$ cat config.mk
export PLATFORM = sky130hd
export DESIGN_NAME = csc_div
export DESIGN_NICKNAME = d
export VERILOG_FILES = /design/src/design/csc_pkg.sv /design/src/design/csc_div.sv
export SDC_FILE = /design/constraint.sdc
export NUM_CORES = 1
export LEC_CHECK = 0
export BUFFER_PORTS_ARGS = -buffer_cell sky130_fd_sc_hd__buf_2
export CAP_MARGIN = 20
export CORE_MARGIN = 1.5
export CORE_UTILIZATION = 55
export CTS_BUF_LIST = sky130_fd_sc_hd__clkbuf_16
export CTS_CLUSTER_DIAMETER = 100
export DETAILED_ROUTE_END_ITERATION = 10
export PLACE_DENSITY = 0.77
export SYNTH_ARGS = -nofsm -noshare
export SYNTH_HDL_FRONTEND = slang
export SYNTH_SLANG_ARGS = --single-unit
$ cat constraint.sdc
create_clock -name clk -period 2 [get_ports clk]
set_input_delay 0.5 -clock clk [delete_from_list [all_inputs] [get_ports clk]]
set_output_delay 0.5 -clock clk [all_outputs]
set_load 0.005 [all_outputs]
$ cat src/design/csc_pkg.sv
// shared types, constants and helpers for the color space converter
package csc_pkg;

  localparam int ChBits  = 8;
  localparam int HueBits = 11;
  localparam logic [ChBits-1:0] ChMax = '1;
  localparam logic [HueBits-1:0] HueRange = 11'd1536;

  typedef enum logic [2:0] {
    MODE_HSV2RGB  = 3'd0,
    MODE_RGB2HSV  = 3'd1,
    MODE_CMYK2RGB = 3'd2,
    MODE_RGB2CMYK = 3'd3,
    MODE_HSV2CMYK = 3'd4,
    MODE_CMYK2HSV = 3'd5
  } mode_t;

  typedef struct packed {
    logic [7:0]  in_alpha;
    logic [10:0] in_first;
    logic [7:0]  in_second;
    logic [7:0]  in_third;
    logic [7:0]  in_fourth;
  } pix_in_t;

  typedef struct packed {
    logic [7:0]  out_alpha;
    logic [10:0] out_first;
    logic [7:0]  out_second;
    logic [7:0]  out_third;
    logic [7:0]  out_fourth;
  } pix_out_t;

  // floor(x / 255) for x < 65280
  function automatic logic [7:0] div255(input logic [15:0] x);
    logic [16:0] q;
    q = ({1'b0, x} + 17'd1 + {9'd0, x[15:8]}) >> 8;
    return q[7:0];
  endfunction

  function automatic logic [7:0] sat8(input logic [10:0] x);
    return (x > 11'd255) ? 8'hff : x[7:0];
  endfunction

endpackage

$ cat src/design/csc_div.sv
// pipelined restoring divider, one quotient bit per stage
module csc_div import csc_pkg::*; (
  input  logic        clk,
  input  logic [18:0] num,
  input  logic [7:0]  den,
  output logic [18:0] quo
);
  // stage i holds partial remainder and quotient after i bits
  logic [18:0] n_q [20];
  logic [8:0]  r_q [20];
  logic [7:0]  d_q [20];

  always_comb begin
    n_q[0] = num;
    r_q[0] = '0;
    d_q[0] = den;
  end

  for (genvar i = 0; i < 19; i++) begin : g_st
    logic [9:0]  rs;
    logic [18:0] nn;
    logic [8:0]  rn;
    always_comb begin
      rs = {r_q[i], n_q[i][18]};
      nn = {n_q[i][17:0], 1'b0};
      if (rs >= {2'b0, d_q[i]}) begin
        rn = 9'(rs - {2'b0, d_q[i]});
        nn[0] = 1'b1;
      end else begin
        rn = rs[8:0];
      end
    end
    always_ff @(posedge clk) begin
      n_q[i+1] <= nn;
      r_q[i+1] <= rn;
      d_q[i+1] <= d_q[i];
    end
  end

  assign quo = n_q[19];
endmodule

==> flow_metrics.py, run 1 <==
metrics = {
    "place": {
        "place_area_um2": 24470,
        "hpwl_um": 28630,
        "placed_cells": 2723,
        "routabilityCongestion": 0.8934,
        "io_buffers": 46,
    },
    "sta": {
        "worst_pin_slew_ns": 0.4824,
        "rsz0062_at_grt": "true",
        "slew_viol_final": 0,
        "slew_headroom_pct": 67.01,
        "fmax_mhz": 467.3,
        "min_period_ns": 2.140,
        "hold_ws_ns": 0.04878,
        "setup_viol": 36,
        "setup_ws_ns": -0.1400,
        "finClkSkew_ns": 0.01798,
        "period_share_pct": 107.0,
        "final_hold_viol_count": 0,
    },
    "setup_path": {
        "worst-path-buf-inv": 3,
        "cp-start-kind": "flop",
        "cp_top_family": "simple AND/OR/NAND/NOR gates",
        "path_cells": "inv_2 > ha_4 > inv_2 > fa_2 > nand3_2 > a21oi_2 > or4_4 > buf_6 > mux2_4",
        "end_kind": "flop",
        "cpPeakStageDelay_ns": 0.53,
        "crit_top_cell": "inv_2",
        "cp_slowest_cell": "or4_4",
        "crit_fanout": 5,
        "worstPathArrival_ns": 2.64,
        "worstSetupPathType": "reg2reg",
        "cp_data_required_time_ns": 2.50,
    },
    "route": {
        "drc": 0,
        "vias": 15279,
        "drt-wirelength-per-cell_um": 15.62,
        "initialDrtViolationCount": 852,
        "ant_nets": 0,
        "post_drt_via_cell_ratio": 5.238,
        "drt_wl_total_um": 45550,
        "first_pass_iters": 6,
    },
    "global_routing": {
        "track_usage_pct": 19.82,
        "grt-ovfl-total": 0,
        "grt_pass1_wl_um": 68270,
        "grt_pass1_vias": 14802,
        "grt_max_degree": 17,
        "antenna_found_initial": 1,
    },
    "die": {
        "rows": 73,
        "ioPinCount": 47,
        "die_x_um": 204.7,
        "start_util_pct": 56.04,
        "fp.dieH_um": 204.7,
        "die_area_um2": 41890,
        "coreArea_um2": 39910,
    },
    "synthesis": {
        "synth_cell_type_count": 54,
        "yosys.area.top_type": "dfxtp_1",
        "ys_warn_count": 0,
        "synth.avg_cell_area_um2": 11.18,
        "syn_nets": 2191,
        "synthFlopType": "dfxtp_1",
        "synth.cell_area_um2": 22370,
        "synth_top_area_share_pct": 59.69,
        "ys_seq_area_share_pct": 59.69,
        "synth_edf_count": 0,
        "ys_top_cells_by_count": "dfxtp_1, inv_1, nand2_1",
        "synth_area_leaders": "dfxtp_1, ha_1, inv_1",
        "async_reset_ff_share_pct": 0,
        "synth_most_common_cell": "dfxtp_1",
        "synth-seq-cells": 667,
        "syn_inst": 2000,
    },
    "finish": {
        "final_nets": 2537,
        "stdcell_area_um2": 28910,
        "syn2layout_area_growth_pct": 29.22,
        "layout.cells.non_filler": 2917,
        "nFillCells": 2531,
        "drive_above_1_share_pct": 30.45,
    },
    "job": {
        "cap_violations": 0,
    },
    "power_and_ir_drop": {
        "total_power_w": 0.04664,
        "p_leak_nw": 12.66,
        "power_density_nw_per_um2": 1613,
        "peakVddDrop_mv": 0.8951,
    },
    "clocking": {
        "cts_num_sinks": 667,
        "clk_pin_slew_ns": 0.06,
        "clock_tree.htree_level_count": 2,
        "cts_buffer_depth": 3,
        "tritoncts": "done",
        "cts_made_buffers": 61,
        "clock_latency_ns": 0.61,
        "cts-root-buf": "clkbuf_16",
    },
    "min_path": {
        "hold_path.class": "in2reg",
    },
    "status": {
        "violations": "setup timing",
        "outcome": "finished with violations",
    },
}
## worst paths after layout
kind / from / end / slack, ns / depth (start not counted)
setup / recovery: g_st[14].rs[0] / g_st[15].rs[2] / -0.14 / 9
hold / removal: den[7] / d_q[151] / 0.05 / 1
setup reg to reg: g_st[14].rs[0] / g_st[15].rs[2] / -0.14 / 9
hold reg to reg: g_st[12].nn[10] / g_st[13].nn[11] / 0.32 / 0
## per-layer routing
metal	global-route usage, %	up-vias	share of wire, %
met1	23.94	7296	42
li1	-	7521	-
met3	3.913	113	4.0
met5	0	-	0
met2	35.34	349	51
met4	6.119	0	2.9
## repair_timing
item,CTS,global route
gates cloned,1,3
buffers inserted,19,46
hold buffers,21,0
pin swaps,28,87
setup endpoints to repair,117,133
resized for setup,99,380
endpoints found under the hold margin,21,0
## flip-flops by register name, summed over array words and instances, names as in the netlist
name and cells:
g_st.rs 180, g_st.nn 324, d_q 144, quo 19
## report_power, final
part | internal [W] | switching (W) | leakage, nW | total [W]
sequential | 0.0162 | 0.00155 | 5.59 | 0.0178
clock | 0.00676 | 0.00474 | 1.04 | 0.0115
combinational | 0.00874 | 0.00860 | 6.03 | 0.0173
total | 0.0317 | 0.0149 | 12.7 | 0.0466
## per-stage QoR
step	utilization [%]	setup slack [ns]	setup TNS (ns)
2_1_floorplan	-	-0.05450	-0.1757
3_3_place_gp	61.30	-0.1146	-1.325
3_5_place_dp	61.30	-0.1823	-4.960
4_1_cts	68.17	-0.1230	-0.5829
5_1_grt	72.41	-0.1745	-6.375
6_report	72.42	-0.1400	-1.572
## cells by family after synthesis
kind of cell | Yosys count | share of synthesized area [%]
AND/OR/NAND/NOR | 422 | 10.48
adder cells (fa/ha/maj) | 163 | 9.688
XOR/XNOR | 52 | 2.036
AO/OA/AOI/OAI | 404 | 11.13
buffers and inverters | 229 | 3.955
multiplexers | 63 | 3.020
flip-flops | 667 | 59.69
## cell usage in the layout, fill, tap and decap left out, drive strengths merged, types with 16 or more instances in the layout
cell         instances
nor3                18
nand3b              17
clkbuf              63
mux2i               33
mux2                30
dlygate4sd3         21
xnor2               20
nor4b               16
nand2              160
a21boi              37
nand2b              36
a21oi              116
a21o                24
inv                229
o21bai              18
o211ai              29
nor2                72
dfxtp              667
nor3b               16
fa                  17
nand4               34
xor2                32
nand3               17
ha                 146
clkinv              19
buf                279
o31ai               32
o21ai              117
## final cells by class
| type | instances | area, µm² | area share [%] |
|---|---|---|---|
| antenna | 1 | 2.502 | 0.008657 |
| clock buffer | 62 | 1551 | 5.368 |
| multi-input combinational | 1104 | 9704 | 33.57 |
| timing repair buffer | 301 | 2326 | 8.047 |
| sequential | 667 | 13410 | 46.39 |
| tap | 525 | 656.9 | 2.273 |
| clock inverter | 46 | 456.7 | 1.580 |
| inverter | 211 | 797.0 | 2.757 |
## worst register-to-register path, delay by kind of cell (launching register included)
family	cells	cell delay [ns]
flip-flops	1	0.32
AND/OR/NAND/NOR	2	0.62
buffers and inverters	3	0.25
adder cells (fa/ha/maj)	2	0.47
AO/OA/AOI/OAI	1	0.06
multiplexers	1	0.30
No activity file was read; power rests on OpenSTA's default activity.
==> run 2: changes to the inputs <==
--- a/config.mk
+++ b/config.mk
@@ -5,6 +5,7 @@
 export SDC_FILE = /design/constraint.sdc
 export NUM_CORES = 1
 export LEC_CHECK = 0
+export ABC_AREA = 1
 export BUFFER_PORTS_ARGS = -buffer_cell sky130_fd_sc_hd__buf_2
 export CAP_MARGIN = 20
 export CORE_MARGIN = 1.5
==> run 2 against run 1 <==
Against the previous run:
- the run now ends clean
- global-route usage increased by 0.066 points
- synthesized area increased by 11%
- register-to-register slack improved by 0.26 ns
- synthesized cell count increased by 38%
- critical endpoint is now g_st[7].rs[4]
- highest routed layer unchanged
==> flow_metrics.py, run 2 <==
metrics = {
    "synthesis": {
        "synth_area_leaders": "dfxtp_1, nand2_1, ha_1",
        "ys_warn_count": 0,
        "syn_inst": 2753,
        "synth-seq-cells": 667,
        "ys_seq_area_share_pct": 53.59,
        "synth_top_area_share_pct": 53.59,
        "synth_cell_type_count": 27,
        "async_reset_ff_share_pct": 0,
        "syn_nets": 2944,
        "ys_top_cells_by_count": "nand2_1, dfxtp_1, inv_1",
        "synth_most_common_cell": "nand2_1",
        "synthFlopType": "dfxtp_1",
        "synth.cell_area_um2": 24920,
        "synth_edf_count": 0,
        "yosys.area.top_type": "dfxtp_1",
        "synth.avg_cell_area_um2": 9.051,
    },
    "clocking": {
        "clock_latency_ns": 0.60,
        "cts_num_sinks": 667,
        "clock_tree.htree_level_count": 3,
        "cts_buffer_depth": 3,
        "cts_made_buffers": 68,
        "cts-root-buf": "clkbuf_16",
        "tritoncts": "done",
        "clk_pin_slew_ns": 0.05,
    },
    "route": {
        "drt_wl_total_um": 45580,
        "vias": 16876,
        "post_drt_via_cell_ratio": 4.762,
        "initialDrtViolationCount": 881,
        "drc": 0,
        "ant_nets": 0,
        "first_pass_iters": 5,
        "drt-wirelength-per-cell_um": 12.86,
    },
    "sta": {
        "finClkSkew_ns": 0.01944,
        "period_share_pct": 93.81,
        "setup_ws_ns": 0.1238,
        "min_period_ns": 1.876,
        "slew_viol_final": 0,
        "slew_headroom_pct": 62.96,
        "setup_viol": 0,
        "final_hold_viol_count": 0,
        "fin_setup_tns_ns": 0,
        "worst_pin_slew_ns": 0.5538,
        "fmax_mhz": 533.0,
        "rsz0062_at_grt": "true",
    },
    "die": {
        "die_area_um2": 46590,
        "rows": 77,
        "coreArea_um2": 44410,
        "fp.dieH_um": 215.9,
        "start_util_pct": 56.10,
        "die_x_um": 215.9,
        "ioPinCount": 47,
    },
    "power_and_ir_drop": {
        "power_density_nw_per_um2": 1625,
        "seqPwrFrac_pct": 39.2,
        "switching_share_pct": 36.39,
        "p_leak_nw": 14.72,
        "p_sw_w": 0.01680,
        "peakVddDrop_mv": 0.9811,
        "p_clk_share_pct": 26.0,
        "internal_power_w": 0.02936,
        "p_comb_share_pct": 34.8,
    },
    "global_routing": {
        "antenna_found_initial": 0,
        "grt-ovfl-total": 0,
        "grt_max_degree": 15,
        "grt_pass1_vias": 16332,
        "track_usage_pct": 19.89,
        "grt_pass1_wl_um": 76240,
    },
    "finish": {
        "n_antenna_cell": 0,
        "final_common_cell": "nand2_1",
        "syn2layout_area_growth_pct": 13.96,
        "utilization_pct": 63.94,
        "final_nets": 3093,
        "drive_above_1_share_pct": 11.89,
        "final_cell_mix": "nand2_1, dfxtp_1, inv_1",
        "largest_reg_flops": 324,
    },
    "setup_path": {
        "rrSetupSlack_ns": 0.12,
        "cp-start-kind": "flop",
        "worstPathArrival_ns": 2.40,
        "cp_slowest_cell": "fa_1",
        "cpPeakStageDelay_ns": 0.43,
        "path_cells": "ha_1 > inv_1 > fa_1 > nand3_1 > nand3_2 > nand2_2 > nand2_4 > nor2_4 > nand3_1 > nand2_1",
        "crit_fanout": 4,
        "cp_data_required_time_ns": 2.53,
        "crit_top_cell": "nand3_1",
        "worstSetupPathType": "reg2reg",
        "end_kind": "flop",
    },
    "place": {
        "pre_cts_slack_ns": 0.05598,
        "routabilityCongestion": 0.8954,
        "hpwl_um": 33990,
        "io_buffers": 46,
    },
    "job": {
        "cap_violations": 0,
    },
    "min_path": {
        "hold_path.class": "in2reg",
    },
    "status": {
        "outcome": "completed",
    },
}
[run 2: through the flow]
stage,power [W],std cells,hold WS [ns],instance area [µm²]
6_report,0.04616,3544,0.03279,28400
5_1_grt,0.04959,3544,0.006119,28400
4_1_cts,0.04633,3537,0.0002038,28300
3_5_place_dp,0.03407,3395,0.3121,25920
3_3_place_gp,0.03373,3395,0.3097,25920
2_1_floorplan,0.03039,2753,0.3096,24920
[run 2: metal layers]
| layer | vias up | share of wire, % | global-route usage [%] |
|---|---|---|---|
| met5 | - | 0 | 0 |
| met4 | 0 | 2.7 | 7.483 |
| met3 | 89 | 3.8 | 3.876 |
| met2 | 286 | 49 | 34.68 |
| met1 | 7658 | 45 | 24.22 |
| li1 | 8843 | - | - |
[run 2: critical path, delay by kind of cell, from the launching register on]
| kind | cells | cell delay [ns] |
|---|---|---|
| flops | 1 | 0.36 |
| simple gates | 7 | 0.80 |
| fa+ha+maj | 2 | 0.59 |
| buf+inv | 1 | 0.07 |
[run 2: repair_timing]
| item | CTS | global route |
|---|---|---|
| hold buffers | 22 | 0 |
| setup endpoints to repair | 0 | 45 |
| endpoints found under the hold margin | 22 | 0 |
| buffers inserted | 0 | 3 |
| gates resized for setup | 0 | 10 |
[run 2: logic make-up (layout without fill, tap and decap cells)]
kind of cell	after synthesis	count (layout)	share of synthesized area, %
and+or+nand+nor	1314	1318	25.84
DFF	667	667	53.59
buffers and inverters	493	688	7.427
adders and majority gates	163	163	8.697
AOI/OAI and AO/OA	65	65	2.656
xor gates and xnor gates	51	51	1.793
[run 2: area by class of cell]
cell class	instances	area, µm²
clock buffer	70	1752
clock inverter	50	409.1
fill	3593	16020
inverter	493	1851
multi-input combinational	1597	9787
sequential	667	13360
tap	592	740.7
timing repair buffer	75	503.0
[run 2: power groups by stage]
stage | Combinational, W | Sequential, W | Clock (W)
detailed placement | 0.0157 | 0.0184 | 0
finish | 0.0161 | 0.0181 | 0.0120
floorplan | 0.0127 | 0.0177 | 0
CTS | 0.0159 | 0.0181 | 0.0124
global placement | 0.0154 | 0.0183 | 0
global route | 0.0183 | 0.0184 | 0.0129
[run 2: final timing paths]
check / from / end / cells past startpoint
worst min register to register: g_st[4].nn[7] / g_st[5].nn[8] / 0
worst max register to register: d_q[104] / g_st[7].rs[4] / 10
worst max-delay path: d_q[104] / g_st[7].rs[4] / 10
worst min-delay path: den[0] / d_q[144] / 1
==> run 3: changes to the inputs <==
--- a/config.mk
+++ b/config.mk
@@ -9,11 +9,11 @@
 export BUFFER_PORTS_ARGS = -buffer_cell sky130_fd_sc_hd__buf_2
 export CAP_MARGIN = 20
 export CORE_MARGIN = 1.5
-export CORE_UTILIZATION = 55
+export CORE_UTILIZATION = 50
 export CTS_BUF_LIST = sky130_fd_sc_hd__clkbuf_16
 export CTS_CLUSTER_DIAMETER = 100
 export DETAILED_ROUTE_END_ITERATION = 10
-export PLACE_DENSITY = 0.77
+export PLACE_DENSITY = 0.71
 export SYNTH_ARGS = -nofsm -noshare
 export SYNTH_HDL_FRONTEND = slang
 export SYNTH_SLANG_ARGS = --single-unit
==> run 3 against run 2 <==
Against the previous run:
- hold slack gained 0.028 ns
- maximum frequency shrank 0.90%
- final cell count grew 2.6%
- core utilization shrank 5.2 points
- non-clock buffer count grew 7
- total power grew 2.2%
- sequential power is essentially flat
- highest routed layer unchanged
==> flow_metrics.py, run 3 (synthesized netlist as in run 2, its figures left out) <==
metrics = {
    "status": {
        "outcome": "completed",
    },
    "place": {
        "pre_cts_slack_ns": 0.05944,
        "io_buffers": 46,
        "hpwl_um": 34310,
        "placed_cells": 3469,
        "routabilityCongestion": 0.8955,
    },
    "sta": {
        "slew_headroom_pct": 65.74,
        "min_period_ns": 1.893,
        "fin_setup_tns_ns": 0,
        "rsz0062_at_grt": "false",
        "final_hold_viol_count": 0,
        "setup_ws_ns": 0.1069,
        "setup_viol": 0,
        "fmax_mhz": 528.2,
        "hold_ws_ns": 0.06069,
        "worst_pin_slew_ns": 0.5123,
        "slew_viol_final": 0,
        "finClkSkew_ns": 0.01762,
        "period_share_pct": 94.66,
    },
    "route": {
        "drc": 0,
        "ant_nets": 0,
        "post_drt_via_cell_ratio": 4.653,
        "vias": 16913,
        "initialDrtViolationCount": 785,
        "drt_wl_total_um": 46500,
        "first_pass_iters": 8,
        "drt-wirelength-per-cell_um": 12.79,
    },
    "setup_path": {
        "r2r_start": "g_st[11].rs[0]",
        "rrSetupSlack_ns": 0.11,
        "r2r_cells": 11,
        "cp-start-kind": "flop",
        "worstSetupPathType": "reg2reg",
        "crit_fanout": 5,
        "cp_data_required_time_ns": 2.54,
        "worstPathArrival_ns": 2.43,
        "r2r_end": "g_st[12].rs[7]",
        "end_kind": "flop",
    },
    "global_routing": {
        "grt_max_degree": 16,
        "antenna_found_initial": 0,
        "grt_pass1_wl_um": 77080,
        "grt_pass1_vias": 16482,
        "grt-ovfl-total": 0,
        "track_usage_pct": 18.52,
    },
    "power_and_ir_drop": {
        "peakVddDrop_mv": 0.8256,
        "power_density_nw_per_um2": 1637,
        "p_leak_nw": 14.85,
    },
    "clocking": {
        "cts_num_sinks": 667,
        "clock_latency_ns": 0.60,
        "cts-root-buf": "clkbuf_16",
        "cts_made_buffers": 69,
        "clk_pin_slew_ns": 0.06,
        "cts_buffer_depth": 3,
        "clock_tree.htree_level_count": 3,
        "tritoncts": "done",
    },
    "die": {
        "ioPinCount": 47,
        "die_area_um2": 51180,
        "fp.dieH_um": 226.2,
        "rows": 81,
        "coreArea_um2": 49050,
        "start_util_pct": 50.80,
        "die_x_um": 226.2,
    },
    "min_path": {
        "whs_path_depth": 1,
        "min_from": "den[1]",
        "hold_path.class": "in2reg",
        "min_to": "d_q[145]",
    },
    "finish": {
        "final_cell_mix": "nand2_1, dfxtp_1, inv_1",
        "final_nets": 3108,
        "largest_reg_flops": 324,
        "syn2layout_area_growth_pct": 15.65,
        "final_common_cell": "nand2_1",
        "drive_above_1_share_pct": 12.83,
        "layout.cells.non_filler": 3635,
    },
    "job": {
        "cap_violations": 0,
    },
}
[run 3: cell types whose count changed in the layout (fill, tap and decap cells not counted), moves of 3 or more]
cell / previous run / this run
nand2_4: 17 / 20
fa_1: 11 / 5
nor2_4: 20 / 23
nand3_1: 242 / 239
bufinv_16: 5 / 8
fa_2: 6 / 12
nand3_2: 31 / 34
inv_1: 489 / 482
nand4_2: 2 / 6
inv_6: 2 / 6
buf_4: 7 / 12
clkinv_1: 9 / 13
[run 3: critical path: stages (launching register included)]
cell and delay [ns]:
dfxtp_1 0.33, inv_1 0.06, ha_1 0.14, inv_1 0.09, fa_2 0.41, nand3_1 0.11
nand3_2 0.10, nand2_4 0.13, nand2_4 0.09, nor2_8 0.17, nand3_1 0.09, nand2_1 0.11
[run 3: how the worst max path moves through the flow]
stage | startpoint | to | slack [ns] | cells after the start
3_5_place_dp | g_st[11].rs[0] | g_st[12].rs[7] | 0.06 | 11
6_report | g_st[11].rs[0] | g_st[12].rs[7] | 0.11 | 11
4_1_cts | d_q[72] | g_st[11].rs[7] | 0.04 | 9
3_3_place_gp | d_q[96] | g_st[8].rs[8] | 0.06 | 9
2_1_floorplan | g_st[11].rs[0] | g_st[12].rs[8] | 0.37 | 11
5_1_grt | g_st[11].rs[0] | g_st[12].rs[7] | 0.003 | 11
[run 3: report_power, final]
group          switching (W)  internal [W]
combinational         0.0102       0.00609
sequential           0.00175        0.0164
clock                0.00512       0.00761
[run 3: through the flow]
stage / area [µm²] / util (%) / total power, W
final: 28820 / 58.75 / 0.04716
after global routing: 28810 / 58.74 / 0.05069
after CTS: 28560 / 58.23 / 0.04707
after detailed placement: 26020 / 53.05 / 0.03411
after global placement: 26020 / 53.05 / 0.03386
after floorplan: 24920 / - / 0.03039
[run 3: layout make-up]
type                            instances  area (µm²)
Antenna cell                            1       2.502
Clock inverter                         52       495.5
Fill cell                            4287       20240
Inverter                              493        1851
Clock buffer                           72        1802
Tap cell                              664       830.8
Multi-Input combinational cell       1604        9918
Timing Repair Buffer                   82       560.5
Sequential cell                       667       13360
[run 3: routing by layer]
layer | wire length [µm] | up-vias | global-route usage [%]
li1 | - | 8893 | -
met4 | 1277 | 0 | 6.452
met5 | 0 | - | 0
met1 | 21040 | 7622 | 22.93
met2 | 22470 | 302 | 32.01
met3 | 1709 | 96 | 3.643
[run 3: timing repair]
action,in CTS,in global routing
endpoints found under the hold margin,24,0
endpoints found under the setup margin,0,86
resized for setup,0,24
hold buffers,24,0
buffers inserted,0,6
